==> config.mk <==
export PLATFORM = sky130hd
export DESIGN_NAME = gps_front
export DESIGN_NICKNAME = d
export VERILOG_FILES = /design/src/design/gps_pkg.sv /design/src/design/gps_front.sv
export SDC_FILE = /design/constraint.sdc
export NUM_CORES = 2
export LEC_CHECK = 0
export ABC_AREA = 1
export BUFFER_PORTS_ARGS = -buffer_cell sky130_fd_sc_hd__buf_2
export CAP_MARGIN = 20
export CORE_MARGIN = 3
export CORE_UTILIZATION = 43
export DETAILED_ROUTE_END_ITERATION = 10
export PLACE_DENSITY = 0.61
export SYNTH_ARGS = -nofsm -noshare
export SYNTH_HDL_FRONTEND = slang
export SYNTH_SLANG_ARGS = --single-unit
==> constraint.sdc <==
create_clock -name clk -period 17.9 [get_ports clk]
set_input_delay 3.58 -clock clk [delete_from_list [all_inputs] [get_ports clk]]
set_output_delay 3.58 -clock clk [all_outputs]
set_load 0.03 [all_outputs]
==> src/design/gps_pkg.sv <==
// ----------------------------------------------------------------------------
// gps_pkg
// Shared widths, constants, codes and types of the go-to-point steering block.
// ----------------------------------------------------------------------------
package gps_pkg;

	// Operand widths.
	localparam int POS_BITS        = 20;
	localparam int DIFF_BITS       = POS_BITS + 1;
	localparam int SQ_BITS         = 2 * DIFF_BITS;
	localparam int TOL_BITS        = 20;
	localparam int TOL_SQ_BITS     = 2 * TOL_BITS;
	localparam int ROOT_BITS       = DIFF_BITS;
	localparam int REM_BITS        = ROOT_BITS + 2;
	localparam int HEAD_BITS       = 15;
	localparam int ANGLE_FRAC_BITS = 12;

	// CORDIC datapath.
	localparam int CORDIC_STEPS = 31;
	localparam int CX_BITS      = DIFF_BITS + 3;
	localparam int Z_BITS       = 34;
	localparam int ROUND_SH     = 30 - ANGLE_FRAC_BITS;
	localparam int ANG_BITS     = Z_BITS - ROUND_SH;
	localparam int ERR_BITS     = ANG_BITS + 1;

	localparam logic signed [Z_BITS-1:0]   PI_Q30 = 34'sd3373259426;
	localparam logic signed [ERR_BITS-1:0] PI_F   = 17'sd12868;
	localparam logic signed [ERR_BITS-1:0] TWO_PI_F = 17'sd25736;

	// Arctangent table, radians scaled by 2^30, truncated.
	localparam logic [Z_BITS-1:0] ATAN_Q30 [0:CORDIC_STEPS-1] = '{
		34'h03243F6A8, 34'h01DAC6705, 34'h00FADBAFC, 34'h007F56EA6, 34'h003FEAB76,
		34'h001FFD55B, 34'h000FFFAAA, 34'h0007FFF55, 34'h0003FFFEA, 34'h0001FFFFD,
		34'h0000FFFFF, 34'h00007FFFF, 34'h00003FFFF, 34'h00001FFFF, 34'h00000FFFF,
		34'h000007FFF, 34'h000003FFF, 34'h000001FFF, 34'h000000FFF, 34'h0000007FF,
		34'h0000003FF, 34'h0000001FF, 34'h0000000FF, 34'h00000007F, 34'h00000003F,
		34'h00000001F, 34'h00000000F, 34'h000000007, 34'h000000003, 34'h000000001,
		34'h000000000
	};

	// Speed limits.
	localparam int SPD_BITS = 11;
	localparam logic [14:0] TURN_MIN  = 15'd30;
	localparam logic [14:0] TURN_MAX  = 15'd250;
	localparam logic [24:0] DRIVE_MIN = 25'd75;
	localparam logic [24:0] DRIVE_MAX = 25'd1000;

	// Action codes.
	localparam logic [1:0] ACT_STOP  = 2'd0;
	localparam logic [1:0] ACT_TURN  = 2'd1;
	localparam logic [1:0] ACT_DRIVE = 2'd2;

	// Register indexes.
	localparam logic [1:0] REG_GAIN_D = 2'd0;
	localparam logic [1:0] REG_GAIN_H = 2'd1;
	localparam logic [1:0] REG_TOL_D  = 2'd2;
	localparam logic [1:0] REG_TOL_H  = 2'd3;

	// Queue depth.
	localparam int Q_DEPTH = 4;
	localparam int Q_AW    = 2;

	// Classified item handed from the front end to the back end.
	typedef struct packed {
		logic signed [CX_BITS-1:0]   x;
		logic signed [CX_BITS-1:0]   y;
		logic signed [Z_BITS-1:0]    z;
		logic [SQ_BITS-1:0]          sq;
		logic                        zero;
		logic                        arrive;
		logic signed [HEAD_BITS-1:0] heading;
	} gps_item_t;

endpackage

==> src/design/gps_front.sv <==
// ----------------------------------------------------------------------------
// gps_front
// Accepts poses, forms the offset, squared distance, arrival flag and the
// half-plane pre-rotation for the CORDIC, and pushes them into the queue.
// ----------------------------------------------------------------------------
module gps_front (
	input  logic                                clk,
	input  logic                                arst_n,
	input  logic                                in_valid,
	output logic                                in_ready,
	input  logic signed [gps_pkg::POS_BITS-1:0] robot_x,
	input  logic signed [gps_pkg::POS_BITS-1:0] robot_y,
	input  logic signed [gps_pkg::HEAD_BITS-1:0] robot_heading,
	input  logic signed [gps_pkg::POS_BITS-1:0] goal_x,
	input  logic signed [gps_pkg::POS_BITS-1:0] goal_y,
	input  logic [gps_pkg::TOL_SQ_BITS-1:0]     tol_sq,
	input  logic                                q_full,
	output logic                                push,
	output gps_pkg::gps_item_t                  push_item
);
	import gps_pkg::*;

	logic en;
	logic v_s1, v_s2, v_s3;
	logic signed [DIFF_BITS-1:0] dx_s1, dy_s1;
	logic signed [HEAD_BITS-1:0] hd_s1, hd_s2;
	logic [SQ_BITS-1:0] sqx_s2, sqy_s2;
	logic signed [CX_BITS-1:0] x_s2, y_s2;
	logic signed [Z_BITS-1:0] z_s2;
	logic zero_s2;
	logic [DIFF_BITS-1:0] ax, ay;
	logic [SQ_BITS-1:0] sum;
	gps_item_t item_s3;

	// The front end advances unless its last stage is blocked by a full queue.
	assign en       = !v_s3 || !q_full;
	assign in_ready = en;
	assign push     = v_s3 && !q_full;
	assign push_item = item_s3;

	always_ff @(posedge clk or negedge arst_n) begin
		if (!arst_n) begin
			v_s1 <= 1'b0;
			v_s2 <= 1'b0;
			v_s3 <= 1'b0;
		end else if (en) begin
			v_s1 <= in_valid;
			v_s2 <= v_s1;
			v_s3 <= v_s2;
		end
	end

	// Stage 1: offset to the goal.
	always_ff @(posedge clk) begin
		if (en) begin
			dx_s1 <= DIFF_BITS'(goal_x) - DIFF_BITS'(robot_x);
			dy_s1 <= DIFF_BITS'(goal_y) - DIFF_BITS'(robot_y);
			hd_s1 <= robot_heading;
		end
	end

	// Stage 2: squares and the rotation by pi for the left half-plane.
	assign ax = dx_s1[DIFF_BITS-1] ? DIFF_BITS'(-dx_s1) : DIFF_BITS'(dx_s1);
	assign ay = dy_s1[DIFF_BITS-1] ? DIFF_BITS'(-dy_s1) : DIFF_BITS'(dy_s1);

	always_ff @(posedge clk) begin
		if (en) begin
			sqx_s2  <= SQ_BITS'(ax) * SQ_BITS'(ax);
			sqy_s2  <= SQ_BITS'(ay) * SQ_BITS'(ay);
			hd_s2   <= hd_s1;
			zero_s2 <= (dx_s1 == '0) && (dy_s1 == '0);
			if (dx_s1[DIFF_BITS-1]) begin
				x_s2 <= -CX_BITS'(dx_s1);
				y_s2 <= -CX_BITS'(dy_s1);
				z_s2 <= dy_s1[DIFF_BITS-1] ? -PI_Q30 : PI_Q30;
			end else begin
				x_s2 <= CX_BITS'(dx_s1);
				y_s2 <= CX_BITS'(dy_s1);
				z_s2 <= '0;
			end
		end
	end

	// Stage 3: squared distance and the arrival test.
	assign sum = sqx_s2 + sqy_s2;

	always_ff @(posedge clk) begin
		if (en) begin
			item_s3.x       <= x_s2;
			item_s3.y       <= y_s2;
			item_s3.z       <= z_s2;
			item_s3.sq      <= sum;
			item_s3.zero    <= zero_s2;
			item_s3.arrive  <= sum <= SQ_BITS'(tol_sq);
			item_s3.heading <= hd_s2;
		end
	end

endmodule

== Word-level counts from Yosys, hierarchy flattened ==
Index checks and enable logic that the tools add are counted.

* Output and inout port bits: 143
* Input bits: 139
* Flip-flop bits (word level): 383
* Memory bits (read-only): 0
* Bits in writable memories: 0
* Word-level logic and storage cells: 43
* Memories kept: 0
* Bits in latches: 0

* Bitwise operators: 0
* Reduce and logical (&&, ||, !) cells: 7
* Magnitude comparators: 1
* Div/mod/pow operators: 0
* $add $sub $neg: 7
* Mux-type cells: 5
* Eq/ne operators: 0
* Shift operators: 0
* $mul: 2

{| class="wikitable"
|+ Operators by type and width
! operator !! number
|-
| 21-bit by 21-bit multiplier with 42-bit output || 2
|-
| 21-bit negator with 24-bit output || 2
|-
| 42-bit adder || 1
|-
| 42-bit by 40-bit less-or-equal comparator with 1-bit output || 1
|-
| 21-bit logical NOT || 2
|-
| 21-bit 2-to-1 mux || 2
|-
| 21-bit negator || 2
|-
| 20-bit by 20-bit subtractor with 21-bit output || 2
|-
| 34-bit 2-to-1 mux || 1
|-
| 24-bit 2-to-1 mux || 1
|-
| 20-bit 2-to-1 mux || 1
|-
| 1-bit logical AND || 2
|-
| 1-bit logical NOT || 2
|-
| 1-bit logical OR || 1
|}

== Logic depth before layout (Yosys ltp) ==
* Depth after elaboration: 3
* Depth in mapped cells: 40
* Gate-level depth less buffers: 39

== Least setup slack after synthesis ==
No wires, ideal clock.

* Kind: input port to output port
* Start point: input q_full
* End point: output in_ready
* Stages: 1
* Data required time: 14.320 ns
* Path buffers: 0
* Data arrival time: 10.391 ns
* Setup slack: 3.929 ns
* Path through: nand2_1

* Longest elaborated chain between the ends: 2

{| class="wikitable"
|+ Ends and longest elaborated chain
! what !! line !! source
|-
| start, declared || gps_front.sv:17 || <nowiki>input logic q_full,</nowiki>
|-
| 1-bit logical NOT || gps_front.sv:36 || <nowiki>assign en = !v_s3 || !q_full;</nowiki>
|-
| 1-bit logical OR || gps_front.sv:36 ||
|-
| end, declared || gps_front.sv:10 || <nowiki>output logic in_ready,</nowiki>
|}

Every way passes these cells.

== Worst setup path in the final report ==
* Start point: register dx_s1[0]
* End point: register sqx_s2[41], data pin

* Longest elaborated chain between the ends: 3

{| class="wikitable"
|+ Ends and longest elaborated chain
! what !! line !! source
|-
| start, declared || gps_front.sv:25 || <nowiki>logic signed [DIFF_BITS-1:0] dx_s1, dy_s1;</nowiki>
|-
| start signal, assigned || gps_front.sv:56 || <nowiki>dx_s1 <= DIFF_BITS'(goal_x) - DIFF_BITS'(robot_x);</nowiki>
|-
| 21-bit negator || gps_front.sv:63 || <nowiki>assign ax = dx_s1[DIFF_BITS-1] ? DIFF_BITS'(-dx_s1) : DIFF_BITS'(dx_s1);</nowiki>
|-
| 21-bit 2-to-1 mux (*) || gps_front.sv:63 ||
|-
| 21-bit by 21-bit multiplier with 42-bit output (*) || gps_front.sv:68 || <nowiki>sqx_s2 <= SQ_BITS'(ax) * SQ_BITS'(ax);</nowiki>
|-
| end signal, assigned || gps_front.sv:68 ||
|-
| end, declared || gps_front.sv:27 || <nowiki>logic [SQ_BITS-1:0] sqx_s2, sqy_s2;</nowiki>
|}

Mark *: on every way between the ends. The rest lies on a longest branch, timed or not.
A chain may end at the register's enable or synchronous reset.

==> metrics <==
status completed; largest area contributor in the netlist fa_1; CTS H-tree lvls 2; DP HPWL just under 100 mm; Compound-Gate Fraction of Synth Area 0.0663; Final TNS setup 0 ns; Total Routed Length about 120 mm; min-delay worst type flop to flop; share of layout cells above drive strength 1 0.0986; Post-synth top cells inv_1 (1245), nand2_1 (671), fa_1 (626); ANT cells 0; Routed wire per std cell ~18 um; FMAX roughly 0.10 GHz; max cap viols 0; syn_area_per_cell 8.94 sq um; final net count ~6300; Async S/R FF share, synth 0.00946; fin crit share 0.554; YS warnings 0; Root Driver clkbuf_16; Max-slew headroom 0.311; drt first-iter violations slightly above 2000; vias between 30000 and 40000; Worst setup EP type flop; Area contributors post-synth fa_1 (29%), edfxtp_1 (22%), ha_1 (12%), inv_1 (11%), nand2_1 (5.9%); simple-gate share of the synthesized area 0.138; ANT nets after route 0; total global routing overflow 0; Final Wtd Congestion around 0.96; Synth cell types 61; Die ar. ~0.10 sq mm; Critical Path RT roughly 18 ns; io pins roughly 280; most common cell in the netlist inv_1; vias in the first global route between 30000 and 40000; Critical Path Start Type flop; register area 0.00950 sq mm; DRC violations left 0; clk slew on worst S/H paths approximately 0.060 ns; CTS tree done; Clock Skew roughly 0.029 ns; Critical path buffers and inverters 10; row cnt about 120; crit-path max cell delay ~0.69 ns; prevailing post-synth register cell edfxtp_1; cts hold-fix bufs 0; clk_lat worst skew between 0.6 and 0.7 ns; PostCTS Resize Cnt 0; synth-to-layout area growth 9.33%; Synth Cell Area ~0.043 sq mm; pin count of the biggest net entering global routing around 150; antenna violations before repair 1; count of final max-slew check failures 0; Die Wd roughly 320 um; Critical Path Slowest Stage Cell clkinv_1; Port Buffer Count between 200 and 300; final setup fails 0; Num CTS Buffers between 40 and 50; area of the multi-input gates about 0.028 sq mm; critical path's top delay family adder cells; Sink Count between 300 and 400; crit-path max FO 18; RSZ-0062 raised after global routing false; # fillers 9594; starting density of the core 0.435; Synth Instances 4811; Seq cells post-synth around 320; CP arrival 10.28 ns; sequential cell area fraction in the yosys report 0.221; TritonRoute pass-1 iters 8; vias per std cell just over 5; adder-cell share of the synthesized area 0.413; post-CTS setup buffers 0; Final Critical Period about 9.9 ns; first-pass GRT wire length about 180 mm; number of flops mapped to enable cells by yosys 314; All-Layer GR Usage 0.228; Top cell by count, worst path inv_1; crit path kind flop to flop; Slew @ Worst Pin between 1 and 1.5 ns; final hold vios 0; post-synthesis mux area share 0.000262; die height ~320 um; main combinational cell family by area after synthesis adder cells; clk buf depth 3; Core ar. roughly 0.099 sq mm; Synth Area in XOR/XNOR 0.0348; area share of the largest cell type after synthesis 0.291
## state kept, by name, summed over array words and instances (netlist names), 15 cells and up
signal	flops
push_item	110
sqx_s2	41
sqy_s2	41
x_s2	23
y_s2	23
dx_s1	21
dy_s1	21
hd_s1	15
hd_s2	15
## cells in the final DEF, fill, tap and decap left out, drive strengths merged, types with 22 or more instances in the layout
cell    instances
a21o           26
ha            419
inv          1284
buf           310
clkbuf         44
fa            626
o21ai         165
xor2          123
nor2          501
nor3           33
a21oi         187
a31oi          42
clkinv         22
nand3         116
edfxtp        314
o21bai         28
nand2         690
nand4          33
xnor2          45
## worst reg2reg max path, delay by kind of cell (launching register included)
kind            cells  cell delay (ns)
fa+ha+maj          10             4.62
simple gates       14             2.93
buf+inv            10             1.55
flops               1             0.50
compound gates      1             0.09
## kinds of logic (layout without fill, tap and decap cells)
group | after synthesis | in the layout
other | 1 | 4
buffers and inverters | 1379 | 1667
flip-flops | 317 | 317
multiplexers | 1 | 1
adder cells (fa/ha/maj) | 1045 | 1045
AO/OA/AOI/OAI | 494 | 494
AND/OR/NAND/NOR | 1406 | 1406
XOR/XNOR | 168 | 168
## layout make-up
cell class,instances,share of cell area
multi-input combinational,3118,0.597
sequential,317,0.202
timing repair buffer,310,0.0348
clock buffer,44,0.0220
tap,1287,0.0342
inverter,1281,0.103
clock inverter,32,0.00729
## per-layer routing
metal,vias to the layer above,GRT usage,part of all wire
met4,2,0.0527,0.024
li1,15292,-,-
met2,1042,0.377,0.46
met3,163,0.0353,0.064
met1,15666,0.316,0.45
met5,-,0,0.000095
## per-stage QoR
stage / cell area, sq um / setup WS (ns) / cells / hold WS (ns) / utilization
global route: 47000 / 7.41 / 6389 / 0.423 / 0.476
global placement: 45700 / 8.14 / 6313 / 0.400 / 0.462
CTS: 47000 / 8.10 / 6389 / 0.405 / 0.476
floorplan: 43000 / 3.93 / 4814 / 0.400 / -
detailed placement: 45700 / 8.14 / 6313 / 0.405 / 0.462
finish: 47000 / 7.98 / 6389 / 0.407 / 0.476
## final timing paths
check | from | to | slack, ns | cells past startpoint
worst max-delay path | dx_s1[0] | sqx_s2[41] | 7.98 | 35
worst min-delay path | hd_s1[1] | hd_s2[1] | 0.41 | 0
worst max register to register | dx_s1[0] | sqx_s2[41] | 7.98 | 35
worst min register to register | hd_s1[1] | hd_s2[1] | 0.41 | 0
max in group asynchronous | arst_n | v_s2 | 15.03 | 1
min in group asynchronous | arst_n | v_s3 | 2.76 | 1
Power is not shown: default switching activity piles up to over one toggle a cycle in this logic, so the estimate is an artifact.
