[src/design/gps_pkg.sv]
// ----------------------------------------------------------------------------
// gps_pkg
// Shared widths, constants, codes and types of the go-to-point steering block.
// ----------------------------------------------------------------------------
package gps_pkg;

	// Operand widths.
	localparam int POS_BITS        = 20;
	localparam int DIFF_BITS       = POS_BITS + 1;
	localparam int SQ_BITS         = 2 * DIFF_BITS;
	localparam int TOL_BITS        = 20;
	localparam int TOL_SQ_BITS     = 2 * TOL_BITS;
	localparam int ROOT_BITS       = DIFF_BITS;
	localparam int REM_BITS        = ROOT_BITS + 2;
	localparam int HEAD_BITS       = 15;
	localparam int ANGLE_FRAC_BITS = 12;

	// CORDIC datapath.
	localparam int CORDIC_STEPS = 31;
	localparam int CX_BITS      = DIFF_BITS + 3;
	localparam int Z_BITS       = 34;
	localparam int ROUND_SH     = 30 - ANGLE_FRAC_BITS;
	localparam int ANG_BITS     = Z_BITS - ROUND_SH;
	localparam int ERR_BITS     = ANG_BITS + 1;

	localparam logic signed [Z_BITS-1:0]   PI_Q30 = 34'sd3373259426;
	localparam logic signed [ERR_BITS-1:0] PI_F   = 17'sd12868;
	localparam logic signed [ERR_BITS-1:0] TWO_PI_F = 17'sd25736;

	// Arctangent table, radians scaled by 2^30, truncated.
	localparam logic [Z_BITS-1:0] ATAN_Q30 [0:CORDIC_STEPS-1] = '{
		34'h03243F6A8, 34'h01DAC6705, 34'h00FADBAFC, 34'h007F56EA6, 34'h003FEAB76,
		34'h001FFD55B, 34'h000FFFAAA, 34'h0007FFF55, 34'h0003FFFEA, 34'h0001FFFFD,
		34'h0000FFFFF, 34'h00007FFFF, 34'h00003FFFF, 34'h00001FFFF, 34'h00000FFFF,
		34'h000007FFF, 34'h000003FFF, 34'h000001FFF, 34'h000000FFF, 34'h0000007FF,
		34'h0000003FF, 34'h0000001FF, 34'h0000000FF, 34'h00000007F, 34'h00000003F,
		34'h00000001F, 34'h00000000F, 34'h000000007, 34'h000000003, 34'h000000001,
		34'h000000000
	};

	// Speed limits.
	localparam int SPD_BITS = 11;
	localparam logic [14:0] TURN_MIN  = 15'd30;
	localparam logic [14:0] TURN_MAX  = 15'd250;
	localparam logic [24:0] DRIVE_MIN = 25'd75;
	localparam logic [24:0] DRIVE_MAX = 25'd1000;

	// Action codes.
	localparam logic [1:0] ACT_STOP  = 2'd0;
	localparam logic [1:0] ACT_TURN  = 2'd1;
	localparam logic [1:0] ACT_DRIVE = 2'd2;

	// Register indexes.
	localparam logic [1:0] REG_GAIN_D = 2'd0;
	localparam logic [1:0] REG_GAIN_H = 2'd1;
	localparam logic [1:0] REG_TOL_D  = 2'd2;
	localparam logic [1:0] REG_TOL_H  = 2'd3;

	// Queue depth.
	localparam int Q_DEPTH = 4;
	localparam int Q_AW    = 2;

	// Classified item handed from the front end to the back end.
	typedef struct packed {
		logic signed [CX_BITS-1:0]   x;
		logic signed [CX_BITS-1:0]   y;
		logic signed [Z_BITS-1:0]    z;
		logic [SQ_BITS-1:0]          sq;
		logic                        zero;
		logic                        arrive;
		logic signed [HEAD_BITS-1:0] heading;
	} gps_item_t;

endpackage

[src/design/gps_queue.sv]
// ----------------------------------------------------------------------------
// gps_queue
// Short FIFO between the front end and the back end.
// ----------------------------------------------------------------------------
module gps_queue (
	input  logic               clk,
	input  logic               arst_n,
	input  logic               push,
	input  gps_pkg::gps_item_t push_item,
	input  logic               pop,
	output gps_pkg::gps_item_t head,
	output logic               empty,
	output logic               full
);
	import gps_pkg::*;

	gps_item_t mem_q [0:Q_DEPTH-1];
	logic [Q_AW-1:0] wp_q, rp_q;
	logic [Q_AW:0] cnt_q;

	assign empty = cnt_q == '0;
	assign full  = cnt_q == (Q_AW+1)'(Q_DEPTH);
	assign head  = mem_q[rp_q];

	// Pointers and fill count.
	always_ff @(posedge clk or negedge arst_n) begin
		if (!arst_n) begin
			wp_q  <= '0;
			rp_q  <= '0;
			cnt_q <= '0;
		end else begin
			if (push) wp_q <= wp_q + 1'b1;
			if (pop) rp_q <= rp_q + 1'b1;
			cnt_q <= cnt_q + (Q_AW+1)'(push) - (Q_AW+1)'(pop);
		end
	end

	// Storage.
	always_ff @(posedge clk) begin
		if (push) mem_q[wp_q] <= push_item;
	end

	a_no_overflow: assert property (@(posedge clk) disable iff (!arst_n)
		full |-> !push) else $error("queue written while full");
	a_no_underflow: assert property (@(posedge clk) disable iff (!arst_n)
		empty |-> !pop) else $error("queue read while empty");
	a_count_range: assert property (@(posedge clk) disable iff (!arst_n)
		cnt_q <= (Q_AW+1)'(Q_DEPTH)) else $error("queue count out of range");

endmodule

[config.mk]
export PLATFORM = sky130hd
export DESIGN_NAME = gps_queue
export DESIGN_NICKNAME = d
export VERILOG_FILES = /design/src/design/gps_pkg.sv /design/src/design/gps_queue.sv
export SDC_FILE = /design/constraint.sdc
export NUM_CORES = 1
export LEC_CHECK = 0
export BUFFER_PORTS_ARGS = -buffer_cell sky130_fd_sc_hd__buf_4
export CORE_MARGIN = 2
export CORE_UTILIZATION = 30
export DETAILED_ROUTE_END_ITERATION = 12
export MAX_ROUTING_LAYER = met4
export SYNTH_ARGS = -nofsm -noshare
export SYNTH_HDL_FRONTEND = slang
export SYNTH_SLANG_ARGS = --single-unit
[constraint.sdc]
create_clock -name clk -period 7 [get_ports clk]
set_input_delay 1.4 -clock clk [delete_from_list [all_inputs] [get_ports clk]]
set_output_delay 1.4 -clock clk [all_outputs]
set_load 0.005 [all_outputs]
* After elaboration in Yosys (flattened, before gate mapping)
Memory sizes are Yosys's and may differ from the RTL's. Index checks and enable logic that the tools add are counted.
Storage, ports and cells: register bits after elaboration 7, bits in writable memories 564, input port bits 145, word-level logic and storage cells 12, memories kept 1
Memories:
- mem_q | words 4, width 141, read ports 1, clocked after Yosys merged registers in 0, wr ports 1, RTL line gps_queue.sv:17 | gps_item_t mem_q [0:Q_DEPTH-1];
Operators by class: add/subtract/negate cells 4, equal/unequal tests 1, muxes and demuxes 2, reductions and logical operators 1
Operators with widths (count):
- $add 2x1->2 const B | 2
- $add 3x1->3 | 1
- $eq 3x3->1 const B | 1
- $logic_not 3->1 | 1
- $sub 3x1->3 | 1
- $mux 1 | 2

* Depth between registers and ports, before layout
Gate-level depths: netlist of run 1.
depth in word-level cells 2, gate-level depth with buffers 7, depth with buffers taken out 7

* Worst setup path after synthesis of run 1
OpenSTA, ideal clock, no wires.
kind input to register, from in push, to mem mem_q[0][0] (netlist name), enable pin, setup time 0.517 ns, arrival 4.623 ns, required time 6.483 ns, path slack 1.861 ns, stages 1, path buffers 0, cell sequence and2_1
Between the ends: cells in the longest elaborated chain, start to end 2
RTL lines:
- start, declared | RTL line gps_queue.sv:8 | input logic push,
- $mux 1 | RTL line gps_queue.sv:40 | if (push) mem_q[wp_q] <= push_item;
- $mux 1 (implied by the code) | RTL line gps_queue.sv:40
- end, declared | RTL line gps_queue.sv:17
Every way passes these cells.

==> flow_summary.yaml, run 1 <==
run_status:
  outcome: "complete, no violations"
grt:
  grt_pass1_vias: 10169
  grt_usage_pct: 11.9
  grt_pass1_wl_mm: 61.9
  grt.overflow.total: 0
  grt_max_degree: 142
  grt_antenna_before_repair: 4
setup_path:
  critPathRequiredTime_ns: 5.60
  worst_setup_path_start_kind: "flop"
  arrival_ns: 2.93
  crit_start: "rp_q[1]"
  critPathKind: "flop to primary output"
  critPathCaptureType: "primary output"
  cp_max_fo: 79
  timing.rr.start: "wp_q[0]"
  reg2reg_slack_ns: 5.03
  r2r_cells: 4
  r2r-end: "mem_q[2][28]"
sta:
  finalHoldViolations: 0
  drv_slew: 0
  timing.hold.ws_ns: 0.533
  relSlewSlack_pct: 27.6
  finalSetupViolations: 0
  rsz0062_at_grt: "no"
  worst_slack_ns: 2.67
  setup_tns_ns: 0
  worst_pin_slew_ns: 1.09
  fin_crit_ns: 4.33
  max_freq_mhz: 231
  post-route-period-util_pct: 61.9
  finClkSkew_ns: 0.0125
synthesis:
  synth_area_um2: 20700
  ys_types: 17
  synth_edf_count: 564
  syn-num-nets: 923
  ys_warn_count: 0
  yosysSeqAreaShare_pct: 82.6
  synth_ff_type: "edfxtp_1"
  async_flop_share_pct: 1.23
  ys_seq_elements: 571
  syn_avg_cell_area_um2: 26.9
  syn_inst: 771
power:
  p_comb_share_pct: 27.7
  intPower_uw: 7870
  power_switching_uw: 2870
  netSwitchingFraction_pct: 26.8
  clockPowerShare_pct: 28.5
  power_frac_seq_pct: 43.8
  p_per_area_nw_per_um2: 416
  p_leak_uw: 0.00867
  ir_drop_v: 0.000268
cts:
  postCtsHoldBufs: 0
  cts_buffers: 61
  cts_resized: 0
  htree_levels: 2
  post-cts-setup-buffer-count: 0
  cts_tree: "yes"
  clk_pin_slew_ns: 0.06
  clock_path_buffers: 3
  cts_root_buf: "clkbuf_16"
  cts.sinks: 571
  clk_latency_ns: 0.60
floorplanning:
  initial_core_util_pct: 30.2
  ios: 288
  die_width_um: 267
  fp.dieH_um: 267
  core_um2: 68500
  dieArea_um2: 71200
  fp-row-count: 96
finish:
  fin_util_pct: 37.7
  fillers: 6216
  drive_gt1_share_pct: 46.1
  fin_nets: 1249
  final_cell_mix: "edfxtp_1, buf_4, mux4_2"
  area_delta_synth_final_pct: 24.8
  final_common_cell: "edfxtp_1"
placed_design:
  hpwl_mm: 22.5
  io_buffer_count: 287
  gp_congestion: 0.673
  dpl_worst_slack_ns: 3.25
worst_hold_path:
  hold_class: "flop to flop"
  worstHoldStart: "wp_q[0]"
  worstHoldPathCells: 1
  hold-path-endpoint: "wp_q[0]"
routing:
  vias: 9241
  drt_wl_total_mm: 41.6
  detail-route-antenna-nets: 0
  drc: 0
  wl_per_cell_um: 20.4
  viasPerCell: 4.54
  first_iter_violations: 541
  drtPass1Iterations: 6
job:
  drv_cap: 0
==> layer usage <==
| layer | track usage, % | wire length (µm) |
|---|---|---|
| met1 | 14.1 | 16700 |
| met5 | - | 0 |
| met4 | 3.25 | 826 |
| met3 | 4.08 | 3260 |
| met2 | 19.5 | 20800 |
==> per-stage QoR <==
stage	instances	total power, µW	instance area (µm²)
2_1_floorplan	771	6440	20700
3_3_place_gp	1916	7850	23900
3_5_place_dp	1916	7890	23900
4_1_cts	2031	11000	25800
5_1_grt	2034	11300	25800
6_report	2034	10700	25800
==> synth_stat cells, types with 2 or more instances <==
cell      count  area share [%]
mux4_2      141              15
inv_1         6            0.11
xnor2_1       3            0.13
ha_1          6            0.36
and2_1        4            0.12
xor2_1        2           0.085
clkbuf_1      5           0.091
buf_6         9            0.49
nand2_1       2           0.036
edfxtp_1    564              82
dfrtp_1       7            0.85
buf_2        17            0.41
==> sequential cells by signal, summed over array words and instances (netlist names) <==
name and flops:
cnt_q 3, rp_q 2, wp_q 2, mem_q 564
==> area by class of cell <==
type                       instances  area [µm²]  share of cell area (%)
sequential                       571       17100                    66.2
multi-input combinational        162        3370                    13.1
tap                              882        1100                    4.27
clock inverter                    31         244                   0.944
clock buffer                      84        1690                    6.52
antenna                            3        7.51                  0.0290
timing repair buffer             295        2290                    8.86
inverter                           6        22.5                  0.0871
==> worst max-delay path by stage <==
stage,to,slack (ns),cells after the start
2_1_floorplan,mem_q[0][0],1.86,1
3_5_place_dp,head[33],3.25,3
6_report,head[33],2.67,3
4_1_cts,head[33],2.56,3
3_3_place_gp,head[44],3.25,3
5_1_grt,head[44],2.53,3
==> cells by family after synthesis <==
kind of cell | synth area share [%]
AO/OA/AOI/OAI | 0.0241
XOR/XNOR | 0.211
adder cells (fa/ha/maj) | 0.459
buffers and inverters | 1.14
flip-flops | 82.6
multiplexers | 15.3
AND/OR/NAND/NOR | 0.211
==> critical path, cell delays in order (launching register included) <==
cell     delay [ns]
dfrtp_4        1.10
buf_12         0.43
mux4_2         0.42
buf_4          0.17
==> power by group through the flow <==
stage          logic, µW  clock network [µW]  registers [µW]
3_5_place_dp        3090                   0            4800
5_1_grt             3240                3300            4770
2_1_floorplan       1730                   0            4710
3_3_place_gp        3080                   0            4760
4_1_cts             3100                3160            4730
6_report            2980                3060            4710
No activity file was read; power rests on OpenSTA's default activity.
==> run 2: changes to the inputs <==
--- a/config.mk
+++ b/config.mk
@@ -5,6 +5,7 @@
 export SDC_FILE = /design/constraint.sdc
 export NUM_CORES = 1
 export LEC_CHECK = 0
+export ABC_AREA = 1
 export BUFFER_PORTS_ARGS = -buffer_cell sky130_fd_sc_hd__buf_4
 export CORE_MARGIN = 2
 export CORE_UTILIZATION = 30
==> constraint.sdc (replaced) <==
create_clock -name clk -period 4.1 [get_ports clk]
set_input_delay 0.82 -clock clk [delete_from_list [all_inputs] [get_ports clk]]
set_output_delay 0.82 -clock clk [all_outputs]
set_load 0.005 [all_outputs]
==> run 2 against run 1 <==
- non-clock buffer count grew 22
- global-route usage grew 1.3 points
- final cell count grew 79%
- sequential share of layout area shrank 7.7 points
- synthesized cell count grew to 2.9 times the previous value
- first-iteration DRC count grew 55%
- sequential power grew 68%
- die area grew 17%
- critical path type unchanged
==> flow_summary.yaml, run 2 <==
synthesis:
  syn_inst: 2256
  synth_area_um2: 24200
  synth_edf_count: 564
  synth_top_area_share_pct: 69.9
  synth_fa_ha_area_share_pct: 0.393
  yosysSeqAreaShare_pct: 70.7
  async_flop_share_pct: 1.23
  synth_ff_type: "edfxtp_1"
  synth_compound_area_share_pct: 0.0207
  synth_common_cells: "nand2_1, inv_1, edfxtp_1, nand3_1, buf_2"
  ys_types: 15
  yosys.area.top_type: "edfxtp_1"
  synth.area.top_cells: "edfxtp_1, nand2_1, inv_1"
  synth_top_family_by_area: "simple AND/OR/NAND/NOR gates"
  ys_warn_count: 0
  synth.most_common_cell: "nand2_1"
  synth_mux_area_share_pct: 0
  synth-xor-area-share_pct: 0.109
  ys_seq_elements: 571
  syn_avg_cell_area_um2: 10.7
  synthSimpleGateAreaFrac_pct: 17.0
  syn-num-nets: 2408
setup_path:
  critPathRequiredTime_ns: 3.28
  arrival_ns: 2.53
  critPathKind: "flop to primary output"
  cpPeakStageDelay_ns: 0.61
  critPathTopFamily: "buffers and inverters"
  crit_chain: "inv_8, buf_4, nand2_1, nand3_1, nand2_1, buf_4"
  critPathCaptureType: "primary output"
  cp_max_fo: 80
  cp_slowest_cell: "dfrtp_4"
  crit_start: "rp_q[0]"
  timing.rr.start: "wp_q[0]"
  critPathBufInv: 3
  worst_setup_path_start_kind: "flop"
sta:
  finalSetupViolations: 0
  finClkSkew_ns: 0.0170
  setup_tns_ns: 0
  rsz0062_at_grt: "no"
  relSlewSlack_pct: 36.6
  drv_slew: 0
  finalHoldViolations: 0
  max_freq_mhz: 299
  post-route-period-util_pct: 81.7
  fin_crit_ns: 3.35
  worst_slack_ns: 0.751
  worst_pin_slew_ns: 0.949
floorplanning:
  dieArea_um2: 83000
  ios: 288
  fp-row-count: 104
  fp.dieH_um: 288
  core_um2: 80200
  die_width_um: 288
  initial_core_util_pct: 30.2
grt:
  grt_max_degree: 144
  grt_usage_pct: 13.2
  grt.overflow.total: 0
  grt_antenna_before_repair: 4
  grt_pass1_wl_mm: 81.4
  grt_pass1_vias: 14324
cts:
  clk_pin_slew_ns: 0.06
  cts_buffers: 60
  cts_resized: 0
  clock_path_buffers: 3
  cts_tree: "yes"
  cts.sinks: 571
  postCtsHoldBufs: 0
  htree_levels: 2
  post-cts-setup-buffer-count: 0
  cts_root_buf: "clkbuf_16"
  clk_latency_ns: 0.60
finish:
  fin_nets: 2692
  largest_reg_flops: 564
  final_cell_mix: "nand2_1, inv_1, edfxtp_1"
  largest_register: "mem_q"
  area_delta_synth_final_pct: 20.8
  fillers: 7768
  reg_top3: "mem_q: 564 flops, cnt_q: 3 flops"
  drive_gt1_share_pct: 15.7
  final_common_cell: "nand2_1"
worst_hold_path:
  hold_class: "primary input to asynchronous set/reset pin"
routing:
  detail-route-antenna-nets: 0
  vias: 15023
  viasPerCell: 4.12
  first_iter_violations: 840
  drc: 0
  wl_per_cell_um: 14.8
  drtPass1Iterations: 5
  drt_wl_total_mm: 54.1
power:
  ir_drop_v: 0.000518
  power_uw: 20300
  p_leak_uw: 0.0133
  p_per_area_nw_per_um2: 693
placed_design:
  hpwl_mm: 30.6
  gp_congestion: 0.736
  io_buffer_count: 287
  dpl_worst_slack_ns: 1.29
job:
  drv_cap: 0
run_status:
  outcome: "complete, no violations"
[run 2: changes by cell type in the layout (fill, tap and decap cells not counted), sizes merged, moves of 2 or more]
cell / delta
xnor2: -3
buf: +22
clkinv: +2
nand3: +283
nand2: +714
clkinvlp: +4
clkbuf: -8
and2: -4
inv: +565
mux4: -141
[run 2: area by class of cell]
class	instances	area, µm²	share of cell area [%]
antenna	4	10.0	0.0342
clock buffer	76	1580	5.41
clock inverter	31	258	0.881
inverter	578	2200	7.51
multi-input combinational	1012	4240	14.5
sequential	571	17100	58.5
tap	1060	1330	4.53
timing repair buffer	317	2520	8.61
[run 2: cells by family (layout without fill, tap and decap cells)]
group / Yosys count / count (layout)
AO/OA/AOI/OAI: 1 / 1
flip-flops: 571 / 571
buffers and inverters: 673 / 1002
XOR/XNOR: 3 / 3
other: 0 / 4
AND/OR/NAND/NOR: 1001 / 1001
adder cells (fa/ha/maj): 7 / 7
[run 2: path summary, 6_finish.rpt]
check	to	slack, ns	cells after the start
max	head[66]	0.75	6
min in group clk	mem_q[3][16]	0.41	1
max reg2reg	mem_q[0][130]	1.70	5
min	rp_q[1]	0.04	1
min reg2reg	cnt_q[2]	0.53	2
max in group asynchronous	rp_q[0]	3.90	1
[run 2: worst register-to-register path: cells and delay by family (launching register included)]
kind                     cells  cell delay [ns]
adder cells (fa/ha/maj)      1             0.19
AND/OR/NAND/NOR              1             0.10
buffers and inverters        3             1.38
flip-flops                   1             0.41
[run 2: through the flow]
stage	hold slack [ns]	cell area (µm²)	instances	utilization, %
after global placement	0.513	27400	3538	34.2
after detailed placement	0.523	27400	3538	34.2
final	0.0433	29300	3649	36.5
after global routing	0.00959	29300	3649	36.5
after CTS	0.00152	29200	3645	36.5
after floorplan	0.485	24200	2256	-
[run 2: routing by layer]
layer	track usage, %	routed length, µm	vias to the layer above
met3	3.20	3510	82
met5	-	0	-
met1	15.5	22200	7022
li1	-	-	7594
met2	22.3	27100	325
met4	4.08	1290	0
[run 2: power breakdown]
part | switching [µW] | leakage (µW) | internal (µW)
Sequential | 255 | 0.00526 | 7630
Clock | 2140 | 0.000898 | 2960
Combinational | 4520 | 0.00712 | 2750
Total | 6920 | 0.0133 | 13300
==> run 3: changes to the inputs <==
==> constraint.sdc (replaced) <==
create_clock -name clk -period 3.1 [get_ports clk]
set_input_delay 0.62 -clock clk [delete_from_list [all_inputs] [get_ports clk]]
set_output_delay 0.62 -clock clk [all_outputs]
set_load 0.005 [all_outputs]
==> run 3 against run 2 <==
- cell area grew 0.52%
- largest power group unchanged
- clock skew grew 0.0072 ns
- die area is the same
- register-to-register slack lost 0.63 ns
- global-route usage up 0.20 points
- largest cell class unchanged
- utilization rose by 0.19 points
==> flow_summary.yaml, run 3 (synthesis results as in run 2) <==
finish:
  fin_cells: 3656
  largest_register: "mem_q"
  largest_reg_flops: 564
  final_cell_mix: "nand2_1, inv_1, edfxtp_1"
  area_delta_synth_final_pct: 21.4
  drive_gt1_share_pct: 15.9
  reg_top3: "mem_q: 564 flops, cnt_q: 3 flops"
  final_common_cell: "nand2_1"
  fin_nets: 2701
floorplanning:
  fp.dieH_um: 288
  ios: 288
  die_width_um: 288
  initial_core_util_pct: 30.2
  dieArea_um2: 83000
  core_um2: 80200
  fp-row-count: 104
sta:
  finalHoldViolations: 0
  finalSetupViolations: 0
  relSlewSlack_pct: 36.0
  finClkSkew_ns: 0.0242
  worst_pin_slew_ns: 0.961
  max_freq_mhz: 337
  post-route-period-util_pct: 95.6
  setup_tns_ns: 0
  drv_slew: 0
  fin_crit_ns: 2.96
cts:
  clk_latency_ns: 0.61
  post-cts-setup-buffer-count: 0
  cts_tree: "yes"
  cts_buffers: 59
  cts_root_buf: "clkbuf_16"
  cts.sinks: 571
  clk_pin_slew_ns: 0.06
  clock_path_buffers: 3
  htree_levels: 2
routing:
  vias: 15142
  wl_per_cell_um: 15.0
  first_iter_violations: 731
  drt_wl_total_mm: 54.7
  detail-route-antenna-nets: 0
  drc: 0
  viasPerCell: 4.14
  drtPass1Iterations: 4
grt:
  grt_max_degree: 155
  grt-busiest-layer: "met2"
  grt_pass1_vias: 14723
  met3_usage_pct: 3.19
  grt_antenna_before_repair: 4
  grt.overflow.total: 0
  grt_pass1_wl_mm: 83.3
  met1_usage_pct: 15.5
  grt_usage_pct: 13.4
  grtUsageMet2_pct: 23.1
setup_path:
  crit_chain: "buf_12, nand2_1, nand3_1, nand2_1, buf_4"
  cp_max_fo: 154
  r2r_cells: 4
  cpPeakStageDelay_ns: 0.49
  critPathBufInv: 2
  critPathKind: "flop to primary output"
  cp_slowest_cell: "dfrtp_4"
  crit_top_cell: "nand2_1"
  critPathCaptureType: "primary output"
  worst_setup_path_start_kind: "flop"
  arrival_ns: 2.34
  r2r-end: "mem_q[3][95]"
  timing.rr.start: "wp_q[0]"
  reg2reg_slack_ns: 1.07
  critPathRequiredTime_ns: 2.48
  critPathTopFamily: "buffers and inverters"
worst_hold_path:
  hold-path-endpoint: "mem_q[2][47]"
  worstHoldStart: "push_item[47]"
  hold_class: "primary input to flop"
  worstHoldPathCells: 1
power:
  p_leak_uw: 0.0134
  power_uw: 26900
  p_per_area_nw_per_um2: 913
  ir_drop_v: 0.000672
placed_design:
  hpwl_mm: 32.2
  dp.cells: 3547
  io_buffer_count: 287
  gp_congestion: 0.734
job:
  drv_cap: 0
run_status:
  outcome: "complete, no violations"
## run 3: changes by cell type in the layout (fill, tap and decap cells not counted), sizes merged
cell         delta
dlygate4sd3     +1
diode           +1
clkinvlp        -2
buf             +9
clkinv          +2
bufinv          -2
clkbuf          -2
## run 3: where the power goes
group / internal, µW / total, µW / switching [µW]
clock network: 3680 / 6510 / 2840
logic: 3830 / 9940 / 6120
registers: 10100 / 10400 / 307
total: 17600 / 26900 / 9260
## run 3: layer usage
metal	part of all wire (%)	up-vias
li1	-	7613
met1	41	7176
met2	51	273
met3	5.7	80
met4	2.5	0
met5	0	-
## run 3: worst register-to-register path: stages (launching register included)
cell and delay (ns):
dfrtp_1 0.42, ha_1 0.24, nand2_4 0.08, clkinvlp_4 0.53
buf_4 0.49
## run 3: worst max-delay path by stage
| stage | startpoint | slack, ns | to | cells after the start |
|---|---|---|---|---|
| detailed placement | rp_q[0] | 0.79 | head[25] | 6 |
| floorplan | push | -0.20 | mem_q[0][0] | 3 |
| global route | rp_q[0] | -0.001 | head[124] | 5 |
| global placement | rp_q[0] | 0.79 | head[26] | 6 |
| finish | rp_q[0] | 0.14 | head[137] | 5 |
| CTS | rp_q[0] | 0.09 | head[25] | 6 |
## run 3: cell type report
type                    instances  area [µm²]
inverters                     578        2200
clock inverters                29         198
diodes                          5        12.5
well taps                    1060        1330
flip-flops and latches        571       17100
multi-input cells            1012        4270
clock buffers                  74        1550
fillers                      7836       50800
repair buffers                327        2720
## run 3: what timing repair did
| action | CTS | global route |
|---|---|---|
| endpoints found under the setup margin | 0 | 4 |
| hold buffers | 1 | 0 |
| resized for setup | 0 | 1 |
| endpoints found under the hold margin | 7 | 0 |
## run 3: through the flow
stage               hold WS, ns  setup slack [ns]  utilization, %  instance area [µm²]
floorplan                 0.324            -0.201               -                24300
global placement          0.445             0.791            34.5                27600
global route              0.157         -0.000999            36.7                29400
detailed placement        0.450             0.793            34.5                27600
CTS                       0.143            0.0867            36.7                29400
finish                    0.201             0.136            36.7                29400
